## src/rtl/core/trle_pkg.sv

```systemverilog
// Shared types and constants for the TGA run-length pixel decoder.
`timescale 1ns / 1ps
`default_nettype none

package trle_pkg;

    localparam int unsigned PIXEL_W  = 32;
    localparam int unsigned COUNT_W  = 8;
    localparam int unsigned BPP_W    = 3;
    localparam int unsigned CFG_IDX_W = 2;

    // Packet header fields
    localparam logic [6:0] COUNT_MASK = 7'd127;
    localparam int unsigned RUN_FLAG_BIT = 7;
    localparam logic [COUNT_W-1:0] MAX_PACKET = 8'd128;

    // Configuration register indexes
    localparam logic [CFG_IDX_W-1:0] REG_BYTES_PER_PIXEL = 2'd0;
    localparam logic [CFG_IDX_W-1:0] REG_IMAGE_PIXELS    = 2'd1;

    // One expansion command from the parser to the emitter
    typedef struct packed {
        logic [PIXEL_W-1:0] pixel;
        logic [COUNT_W-1:0] count;   // 1..128 output pixels
        logic               done;    // last pixel of this command ends the image
    } cmd_t;

endpackage

`default_nettype wire

```

## src/rtl/core/trle_front.sv

```systemverilog
// Packet parser: takes stream bytes, assembles pixels and issues expansion commands.
`timescale 1ns / 1ps
`default_nettype none

module trle_front (
    input  wire logic                     aclk,
    input  wire logic                     aresetn,
    input  wire logic [2:0]               bytes_per_pixel,
    input  wire logic [31:0]              image_pixels,
    input  wire logic                     byte_valid,
    input  wire logic [7:0]               byte_data,
    input  wire logic                     queue_full,
    output logic                          byte_ready,
    output logic                          cmd_push,
    output trle_pkg::cmd_t                cmd_data
);
    import trle_pkg::*;

    typedef enum logic [1:0] {
        PH_HEADER,
        PH_RUN,
        PH_RAW
    } phase_t;

    phase_t              phase_reg, phase_next;
    logic [COUNT_W-1:0]  left_reg, left_next;
    logic [1:0]          pos_reg, pos_next;
    logic [PIXEL_W-1:0]  asm_reg, asm_next;
    logic [31:0]         written_reg, written_next;

    logic                accept;
    logic [2:0]          bpp_eff;
    logic [PIXEL_W-1:0]  asm_new;
    logic [31:0]         rem;
    logic                rem_zero;
    logic [COUNT_W-1:0]  emit;
    logic                done;
    logic [COUNT_W-1:0]  left_after;

    assign byte_ready = !queue_full;
    assign accept     = byte_valid && byte_ready;

    // Clamp the pixel size to 1..4 bytes
    always_comb begin
        if (bytes_per_pixel == 3'd0) begin
            bpp_eff = 3'd1;
        end else if (bytes_per_pixel > 3'd4) begin
            bpp_eff = 3'd4;
        end else begin
            bpp_eff = bytes_per_pixel;
        end
    end

    assign asm_new  = asm_reg | (PIXEL_W'(byte_data) << {pos_reg, 3'b000});
    assign rem      = image_pixels - written_reg;
    assign rem_zero = (rem == 32'd0);

    // Pixels to emit for a completed pixel, and whether the image ends
    always_comb begin
        if (phase_reg == PH_RUN) begin
            if (!rem_zero && (rem < 32'(left_reg))) begin
                emit = rem[COUNT_W-1:0];
            end else begin
                emit = left_reg;
            end
            left_after = '0;
        end else begin
            emit       = 8'd1;
            left_after = (left_reg != '0) ? left_reg - 8'd1 : '0;
        end
        done = !rem_zero && (32'(emit) == rem);
    end

    // Next-state logic
    always_comb begin
        phase_next   = phase_reg;
        left_next    = left_reg;
        pos_next     = pos_reg;
        asm_next     = asm_reg;
        written_next = written_reg;
        cmd_push     = 1'b0;
        cmd_data.pixel = asm_new;
        cmd_data.count = emit;
        cmd_data.done  = done;
        if (accept) begin
            unique case (phase_reg)
                PH_RUN, PH_RAW: begin
                    if (({1'b0, pos_reg} + 3'd1) < bpp_eff) begin
                        pos_next = pos_reg + 2'd1;
                        asm_next = asm_new;
                    end else begin
                        cmd_push = 1'b1;
                        pos_next = 2'd0;
                        asm_next = '0;
                        left_next = left_after;
                        if (done) begin
                            written_next = '0;
                            phase_next   = PH_HEADER;
                            left_next    = '0;
                        end else begin
                            written_next = written_reg + 32'(emit);
                            if (left_after == '0) begin
                                phase_next = PH_HEADER;
                            end
                        end
                    end
                end
                default: begin
                    // Header byte: load count and packet kind
                    left_next  = {1'b0, byte_data[6:0] & COUNT_MASK} + 8'd1;
                    phase_next = byte_data[RUN_FLAG_BIT] ? PH_RUN : PH_RAW;
                    pos_next   = 2'd0;
                    asm_next   = '0;
                end
            endcase
        end
    end

    always_ff @(posedge aclk) begin
        if (!aresetn) begin
            phase_reg   <= PH_HEADER;
            left_reg    <= '0;
            pos_reg     <= 2'd0;
            asm_reg     <= '0;
            written_reg <= '0;
        end else begin
            phase_reg   <= phase_next;
            left_reg    <= left_next;
            pos_reg     <= pos_next;
            asm_reg     <= asm_next;
            written_reg <= written_next;
        end
    end

endmodule

`default_nettype wire

```

## src/rtl/core/trle_fifo.sv

```systemverilog
// Short command queue between the packet parser and the pixel emitter.
`timescale 1ns / 1ps
`default_nettype none

module trle_fifo #(
    parameter int unsigned ADDR_W = 2
) (
    input  wire logic           aclk,
    input  wire logic           aresetn,
    input  wire logic           push,
    input  trle_pkg::cmd_t      push_data,
    input  wire logic           pop,
    output logic                full,
    output logic                not_empty,
    output trle_pkg::cmd_t      head
);
    import trle_pkg::*;

    localparam int unsigned DEPTH = 1 << ADDR_W;

    cmd_t              mem [DEPTH];
    logic [ADDR_W-1:0] wr_ptr_reg;
    logic [ADDR_W-1:0] rd_ptr_reg;
    logic [ADDR_W:0]   count_reg;
    logic              do_push;
    logic              do_pop;

    assign full      = (count_reg == (ADDR_W+1)'(DEPTH));
    assign not_empty = (count_reg != '0);
    assign head      = mem[rd_ptr_reg];
    assign do_push   = push && !full;
    assign do_pop    = pop && not_empty;

    // Store entries
    always_ff @(posedge aclk) begin
        if (do_push) begin
            mem[wr_ptr_reg] <= push_data;
        end
    end

    // Advance pointers and occupancy
    always_ff @(posedge aclk) begin
        if (!aresetn) begin
            wr_ptr_reg <= '0;
            rd_ptr_reg <= '0;
            count_reg  <= '0;
        end else begin
            if (do_push) begin
                wr_ptr_reg <= wr_ptr_reg + 1'b1;
            end
            if (do_pop) begin
                rd_ptr_reg <= rd_ptr_reg + 1'b1;
            end
            if (do_push && !do_pop) begin
                count_reg <= count_reg + 1'b1;
            end else if (do_pop && !do_push) begin
                count_reg <= count_reg - 1'b1;
            end
        end
    end

endmodule

`default_nettype wire

```

## src/rtl/core/trle_back.sv

```systemverilog
// Pixel emitter: expands each command into results of one or two copies.
`timescale 1ns / 1ps
`default_nettype none

module trle_back (
    input  wire logic           aclk,
    input  wire logic           aresetn,
    input  wire logic           cmd_valid,
    input  trle_pkg::cmd_t      cmd_head,
    output logic                cmd_pop,
    output logic                out_valid,
    input  wire logic           out_ready,
    output logic [31:0]         out_pixel,
    output logic [1:0]          out_copies,
    output logic                out_last,
    output logic                out_done
);
    import trle_pkg::*;

    logic               active_reg;
    cmd_t               cmd_reg;
    logic [COUNT_W-1:0] left_reg;
    logic               xfer;

    assign out_valid  = active_reg;
    assign out_pixel  = cmd_reg.pixel;
    assign out_copies = (left_reg >= 8'd2) ? 2'd2 : 2'd1;
    assign out_last   = (left_reg <= 8'd2);
    assign out_done   = out_last && cmd_reg.done;
    assign xfer       = active_reg && out_ready;
    assign cmd_pop    = cmd_valid && (!active_reg || (xfer && out_last));

    // Load the next command or step through the current one
    always_ff @(posedge aclk) begin
        if (!aresetn) begin
            active_reg <= 1'b0;
            left_reg   <= '0;
        end else begin
            if (cmd_pop) begin
                active_reg <= 1'b1;
                left_reg   <= cmd_head.count;
            end else if (xfer) begin
                if (out_last) begin
                    active_reg <= 1'b0;
                end else begin
                    left_reg <= left_reg - 8'd2;
                end
            end
        end
    end

    always_ff @(posedge aclk) begin
        if (cmd_pop) begin
            cmd_reg <= cmd_head;
        end
    end

endmodule

`default_nettype wire

```

## src/rtl/core/tga_rle_pixel_decoder.sv

```systemverilog
// Top level of the TGA run-length pixel decoder.
// Bytes of a TGA run-length packet stream enter one per cycle on s_; a header
// byte or a pixel byte that does not end a pixel yields no result. A finished
// pixel becomes a command in a small queue, and the emitter drains it at one
// result per cycle while m_tready is high: a raw pixel gives one result, a run
// of n pixels gives ceil(n/2) results of two copies (one copy at an odd tail),
// so a 128-pixel run gives 64 results. The input stalls only when the queue is
// full. Output stops at image_pixels; the remainder of that packet is dropped
// and the next byte is read as a header. Configuration writes are taken every
// cycle and belong while the block is idle.
`timescale 1ns / 1ps
`default_nettype none

module tga_rle_pixel_decoder #(
    parameter int unsigned QUEUE_ADDR_W = 2
) (
    input  wire logic        aclk,
    input  wire logic        aresetn,
    // Input stream
    input  wire logic        s_tvalid,
    output logic             s_tready,
    input  wire logic [7:0]  s_tdata,     // [7:0] data_byte
    // Result stream
    output logic             m_tvalid,
    input  wire logic        m_tready,
    output logic [39:0]      m_tdata,     // [31:0] pixel, [33:32] copies, rest zero
    output logic             m_tlast,     // last_of_input
    output logic             m_tuser,     // [0] image_done
    // Configuration write channel
    input  wire logic        cfg_valid,
    output logic             cfg_ready,
    input  wire logic [trle_pkg::CFG_IDX_W-1:0] cfg_index,
    input  wire logic [31:0] cfg_data
);
    import trle_pkg::*;

    logic [BPP_W-1:0] bpp_reg;
    logic [31:0]      image_pixels_reg;

    logic   queue_full;
    logic   queue_not_empty;
    logic   cmd_push;
    logic   cmd_pop;
    cmd_t   cmd_in;
    cmd_t   cmd_head;
    logic [31:0] out_pixel;
    logic [1:0]  out_copies;

    // Configuration registers
    assign cfg_ready = 1'b1;

    always_ff @(posedge aclk) begin
        if (!aresetn) begin
            bpp_reg          <= 3'd3;
            image_pixels_reg <= 32'd1;
        end else if (cfg_valid && cfg_ready) begin
            case (cfg_index)
                REG_BYTES_PER_PIXEL: bpp_reg          <= cfg_data[BPP_W-1:0];
                REG_IMAGE_PIXELS:    image_pixels_reg <= cfg_data;
                default: ;
            endcase
        end
    end

    trle_front u_front (
        .aclk            (aclk),
        .aresetn         (aresetn),
        .bytes_per_pixel (bpp_reg),
        .image_pixels    (image_pixels_reg),
        .byte_valid      (s_tvalid),
        .byte_data       (s_tdata),
        .queue_full      (queue_full),
        .byte_ready      (s_tready),
        .cmd_push        (cmd_push),
        .cmd_data        (cmd_in)
    );

    trle_fifo #(
        .ADDR_W (QUEUE_ADDR_W)
    ) u_fifo (
        .aclk      (aclk),
        .aresetn   (aresetn),
        .push      (cmd_push),
        .push_data (cmd_in),
        .pop       (cmd_pop),
        .full      (queue_full),
        .not_empty (queue_not_empty),
        .head      (cmd_head)
    );

    trle_back u_back (
        .aclk       (aclk),
        .aresetn    (aresetn),
        .cmd_valid  (queue_not_empty),
        .cmd_head   (cmd_head),
        .cmd_pop    (cmd_pop),
        .out_valid  (m_tvalid),
        .out_ready  (m_tready),
        .out_pixel  (out_pixel),
        .out_copies (out_copies),
        .out_last   (m_tlast),
        .out_done   (m_tuser)
    );

    assign m_tdata = {6'd0, out_copies, out_pixel};

endmodule

`default_nettype wire

```

## config.mk

```make
export PLATFORM = sky130hd
export DESIGN_NAME = tga_rle_pixel_decoder
export DESIGN_NICKNAME = d
export VERILOG_FILES = /design/src/rtl/core/trle_pkg.sv /design/src/rtl/core/trle_front.sv /design/src/rtl/core/trle_fifo.sv /design/src/rtl/core/trle_back.sv /design/src/rtl/core/tga_rle_pixel_decoder.sv
export SDC_FILE = /design/constraint.sdc
export NUM_CORES = 1
export LEC_CHECK = 0
export ABC_AREA = 1
export CORE_MARGIN = 10
export CORE_UTILIZATION = 58
export CTS_CLUSTER_DIAMETER = 100
export DETAILED_ROUTE_END_ITERATION = 6
export DONT_BUFFER_PORTS = 1
export PLACE_DENSITY = 0.76
export SYNTH_ARGS = -nofsm -noshare
export SYNTH_HDL_FRONTEND = slang
export SYNTH_SLANG_ARGS = --single-unit
export TNS_END_PERCENT = 100
```

## constraint.sdc

```tcl
create_clock -name aclk -period 5.18 [get_ports aclk]
set_input_delay 1.036 -clock aclk [delete_from_list [all_inputs] [get_ports aclk]]
set_output_delay 1.036 -clock aclk [all_outputs]
set_load 0.05 [all_outputs]
```

=== Word level (Yosys, flattened, before mapping) ===
Memory sizes are Yosys's and may differ from the RTL's. A register that Yosys moved wholly into a read port is not among the register bits.
Index checks and enable logic that the tools add are counted.

* Flip-flop bits (word level): 160
* Word-level logic and storage cells: 111
* RAM bits: 164
* Memories kept: 1
* Output and inout bits: 45

{| class="wikitable"
|+ Memories
! name !! words !! bits a word !! rd ports !! clocked after Yosys merged registers in !! write ports !! line !! source
|-
| u_fifo.mem || 4 || 41 || 1 || 1 || 1 || trle_fifo.sv:21 || <nowiki>cmd_t mem [DEPTH];</nowiki>
|}

* Shift-type cells: 1
* Order comparisons: 5
* Bitwise gates (word level): 2
* $add $sub $neg: 11
* Muxes and demuxes: 35
* Reductions and logical operators: 34
* Equal/unequal tests: 8

{| class="wikitable"
|+ Operators by type and width
! operator !! count
|-
| $mux W32 || 3
|-
| $mux W8 || 10
|-
| $add A32 B8 Y32 || 1
|-
| $eq A8 B32 Y1 || 1
|-
| $logic_not A32 Y1 || 1
|-
| $lt A32 B8 Y1 || 1
|-
| $or A32 B32 Y32 || 1
|-
| $shl A8 B5 Y32 || 1
|-
| $sub A32 B32 Y32 || 1
|-
| $mux W2 || 10
|-
| $mux W3 || 4
|-
| $logic_and A1 B1 Y1 || 11
|-
| $reduce_and A2 Y1 || 5
|-
| $add A7 B1 Y8 const B || 1
|-
| $ge A8 B2 Y1 const B || 1
|-
| $le A8 B2 Y1 const B || 1
|-
| $logic_not A8 Y1 || 1
|-
| $mux W1 || 8
|-
| $reduce_bool A8 Y1 || 1
|-
| $sub A8 B1 Y8 const B || 1
|-
| $sub A8 B2 Y8 const B || 1
|-
| $add A2 B1 Y2 const B || 3
|-
| $reduce_and A3 Y1 || 2
|-
| $reduce_bool A2 Y1 || 3
|-
| other kinds (17) || 23
|}

=== Longest topological paths before layout ===
* Depth after elaboration: 12
* Gate-level depth with buffers: 39
* Depth with buffers taken out: 39

=== Modules after synthesis ===
A second synthesis with hierarchy kept.

* Cell total of the unflattened synthesis: 2082
* Area total of the unflattened synthesis: 17189.0 µm²

{| class="wikitable"
|+ Modules (own cells, without submodules)
! module !! cells an instance !! area each (µm²) !! instances
|-
| trle_front || 1217 || 7216.9 || 1
|-
| trle_fifo || 465 || 6562.5 || 1
|-
| trle_back || 172 || 1890.6 || 1
|-
| tga_rle_pixel_decoder || 228 || 1519.0 || 1
|}

=== Worst setup path before layout ===
OpenSTA, ideal clock, no wires.

* Path kind: flip-flop to flip-flop
* From: register u_front.written_reg[1]
* To: register u_front.written_reg[20]
* Data arrival time: 5.278 ns
* Library setup time: 0.056 ns
* Slack: -0.154 ns
* Clock period less this slack: 5.334 ns
* Stages on the path, launching flop included: 36
* Cells stage by stage: dfxtp_1 > inv_1 > ha_1 > nand2_1 > nor2_1 > nand2_1 > nand3_1 > xor2_1 > inv_1 > ha_1 > a21oi_1 > nand2_1 > a21o_1 > nand2_1 > inv_1 > nor2_4 > nand3_4 > buf_6 > o211ai_1 > ha_1 > fa_1 > nand3_1 > nand2_1 > a21oi_1 > o21ai_0 > a21o_1 > a21oi_1 > nor2_1 > nand2_1 > nor4_1 > nand2_1 > nor2_1 > nand3_1 > xor2_1 > or2_1 > inv_1

{| class="wikitable"
|+ RTL lines
! item !! line !! source
|-
| start, declared || trle_front.sv:29 || <nowiki>logic [31:0] written_reg, written_next;</nowiki>
|-
| start signal, assigned || trle_front.sv:131 || <nowiki>written_reg <= written_next;</nowiki>
|}

==> metrics.md <==
| Metric | Value |
|---|---|
| Status | `complete, but fails checks` |
| Failing checks | `design-rule violations` |
| NumNets Final | `2,140` |
| # clock sinks | `326` |
| IO Pins | `92` |
| Crit path top cell by count | `nand2_1` |
| Vias | `13.8k` |
| Yosys Warn Count | `0` |
| Synthesized flop and latch total | `326` |
| H-Tree Depth | `2` |
| MaxCap Viol Count | `0` |
| Most common cell after layout, fill and taps aside | `nand2_1` |
| Worst path required time | `5.60 ns` |
| Largest family of logic cells by synthesized area | `simple AND/OR/NAND/NOR gates` |
| Largest net degree at the start of global routing | `84` |
| PwrDens | `496 mW/mm^2` |
| Share of layout cells above drive strength 1 | `16.8%` |
| Reg clk slew, reported paths | `0.06 ns` |
| Core Area | `0.0286 sq mm` |
| Slew @ Worst Pin | `0.984 ns` |
| Critical path arrival | `5.47 ns` |
| Cell Area, Synth | `0.0168 sq mm` |
| Rel. slew slack | `34.2%` |
| Met1 GRT Util | `30.6%` |
| Chip Height | `190 um` |
| Minimum clock period | `5.05 ns` |
| CTS tree | `built` |
| Post-synthesis cell count | `2,001` |
| All-layer global routing usage | `22.7%` |
| IO buf count | `0` |
| Part of the cycle the worst path needs | `97.5%` |
| Crit-path slowest cell | `dfxtp_1` |
| Number of global-route vias before repair | `12.7k` |
| Total power | `9.60 mW` |
| Fmax | `198 MHz` |
| Placed insts | `2,357` |
| Endpoints failing setup | `0` |
| Cell Rows | `62` |
| Post-DP HPWL | `30.1 mm` |
| GR Util met2 | `37.6%` |
| Clock Latency Late Sink | `0.54 ns` |
| Design Area, Final | `0.0193 sq mm` |
| Root Driver | `clkbuf_16` |
| Final std cells w/o fill | `2,443` |
| Initial Utilization | `58.6%` |
| Critical path peak fanout | `8` |
| Dpl cell area | `0.0173 sq mm` |
| Synth cell types | `49` |
| CTS Buf Count | `35` |
| Initial antenna violation count | `1` |
| Startpoint Class | `flip-flop` |
| Post-synth top flop | `edfxtp_1` |
| Vias per Instance | `5.64` |
| Sequential share of the synthesized area | `50.7%` |
| Routed wire length per instance | `17.9 um` |
| Peak supply drop | `331 uV` |
| Syn Area/Cell | `8.38 sq um` |
| Gr busiest metal | `met2` |
| Initial drt markers | `1,157` |
| Async S/R FF share, synth | `0%` |
| Worst Hold Class | `reg -> reg` |
| Drt drc | `5` |
| Syn-to-layout area delta | `15.4%` |
| CP max stage delay | `0.32 ns` |
| Hold Buf Count CTS | `0` |
| Crit end category | `flip-flop` |
| Grt ovf | `0` |
| Fin Hold WS | `0.444 ns` |
| Number of enable flip-flop cells after synthesis | `197` |
| Fin Setup TNS | `0 ns` |
| Unrepaired setup endpoints after global routing | `true` |
| Fin. max-slew vios | `0` |
| Router iterations before antenna repair | `7` |
| M3 GR Usage | `3.11%` |
| Chip Width | `190 um` |
| Synth Area in XOR/XNOR | `1.52%` |
| Die Footprint | `0.0361 sq mm` |
| Leak | `8.08 nW` |
| Most frequent cells in the layout | `nand2_1 (351), nor2_1 (263), inv_1 (220)` |
| Reg with most FFs | `u_fifo.mem` |
| Critical path class | `reg -> reg` |
| RD Place Congestion | `0.966` |
| Adder-cell area share of the yosys netlist | `4.76%` |
| Routed Antenna Nets | `0` |
| Clk buf depth | `3` |
| Final Hold Vio Count | `0` |
| Total wire length | `43.8 mm` |
| Number of flip-flops in the largest register | `164` |
| Post-Synth Simple-Gate Area | `21.7%` |
| Mux contribution to synthesized area | `0%` |
| First-pass GRT wire length | `66.6 mm` |
| Compound-gate portion of the synthesized area | `12.4%` |
| Clk_skew | `0.0195 ns` |
==> critical path, delay by kind of cell, from the launching register on <==
family	cells	cell delay (ns)
simple gates	17	2.04
fa+ha+maj	4	1.03
compound gates	6	0.89
buf+inv	5	0.38
flops	1	0.32
xor+xnor	2	0.30
==> layer usage <==
| metal | vias up | wire length, um |
|---|---|---|
| met5 | - | 0 |
| met4 | 0 | 930 |
| met3 | 71 | 2780 |
| met2 | 481 | 21300 |
| met1 | 6535 | 18800 |
| li1 | 6696 | - |
==> metrics by stage <==
stage	util (%)	setup slack, ns
4_1_cts	64.3	0.0175
2_1_floorplan	-	0.0192
5_1_grt	67.6	-0.317
3_5_place_dp	60.3	-0.181
6_report	67.6	0.127
3_3_place_gp	60.3	0.0150
==> where the power goes <==
| part | internal [mW] | leakage, nW | total (mW) | switching (mW) |
|---|---|---|---|---|
| clock | 1.32 | 0.526 | 2.35 | 1.04 |
| sequential | 3.21 | 2.87 | 3.87 | 0.658 |
| combinational | 1.09 | 4.69 | 3.37 | 2.29 |
| total | 5.62 | 8.08 | 9.60 | 3.98 |
==> cell usage after synthesis (4+ instances only) <==
cell type,number,area (sq um)
edfxtp_1,197,5920
nor4_1,8,50.1
nand3_1,81,405
clkinv_1,4,15.0
nor2_2,11,68.8
buf_4,39,293
a211oi_1,4,30.0
a21o_1,4,30.0
nor2_1,283,1060
o21ai_0,187,936
xnor2_1,7,61.3
ha_1,59,738
inv_1,236,886
o22ai_1,39,244
nor3_1,23,115
inv_2,11,41.3
nand2_2,6,37.5
clkbuf_1,56,210
nand2_1,384,1440
o21bai_1,27,203
and3_1,4,25.0
a21oi_1,73,365
xor2_1,22,193
o211ai_1,11,82.6
nand3b_1,7,52.6
nand4_1,31,194
dfxtp_1,129,2580
a31oi_1,18,113
==> path summary, 6_finish.rpt <==
check | slack, ns | endpoint | cells past startpoint | from
worst min register to register | 0.44 | u_back.left_reg[0] | 2 | u_back.left_reg[0]
worst max register to register | 0.13 | u_front.written_reg[28] | 34 | u_front.written_reg[4]
worst min-delay path | 0.44 | u_back.left_reg[0] | 2 | u_back.left_reg[0]
worst max-delay path | 0.13 | u_front.written_reg[28] | 34 | u_front.written_reg[4]
==> cell families after synthesis <==
logic type               Yosys count
XOR/XNOR                          29
AO/OA/AOI/OAI                    372
other                              2
buffers and inverters            353
flip-flops                       326
AND/OR/NAND/NOR                  857
adder cells (fa/ha/maj)           62
==> cell type report <==
| type | instances | area (sq um) |
|---|---|---|
| antenna | 1 | 2.50 |
| multi-input combinational | 1327 | 7630 |
| inverter | 251 | 945 |
| sequential | 326 | 8520 |
| tap | 384 | 480 |
| clock buffer | 45 | 913 |
| fill | 2210 | 9280 |
| timing repair buffer | 90 | 683 |
| clock inverter | 19 | 165 |
==> repair_timing <==
item	in CTS	in global routing
buffers inserted	0	21
gates resized for setup	10	182
setup endpoints to repair	7	24
pin swaps	0	48
No activity file was read; power rests on OpenSTA's default activity.
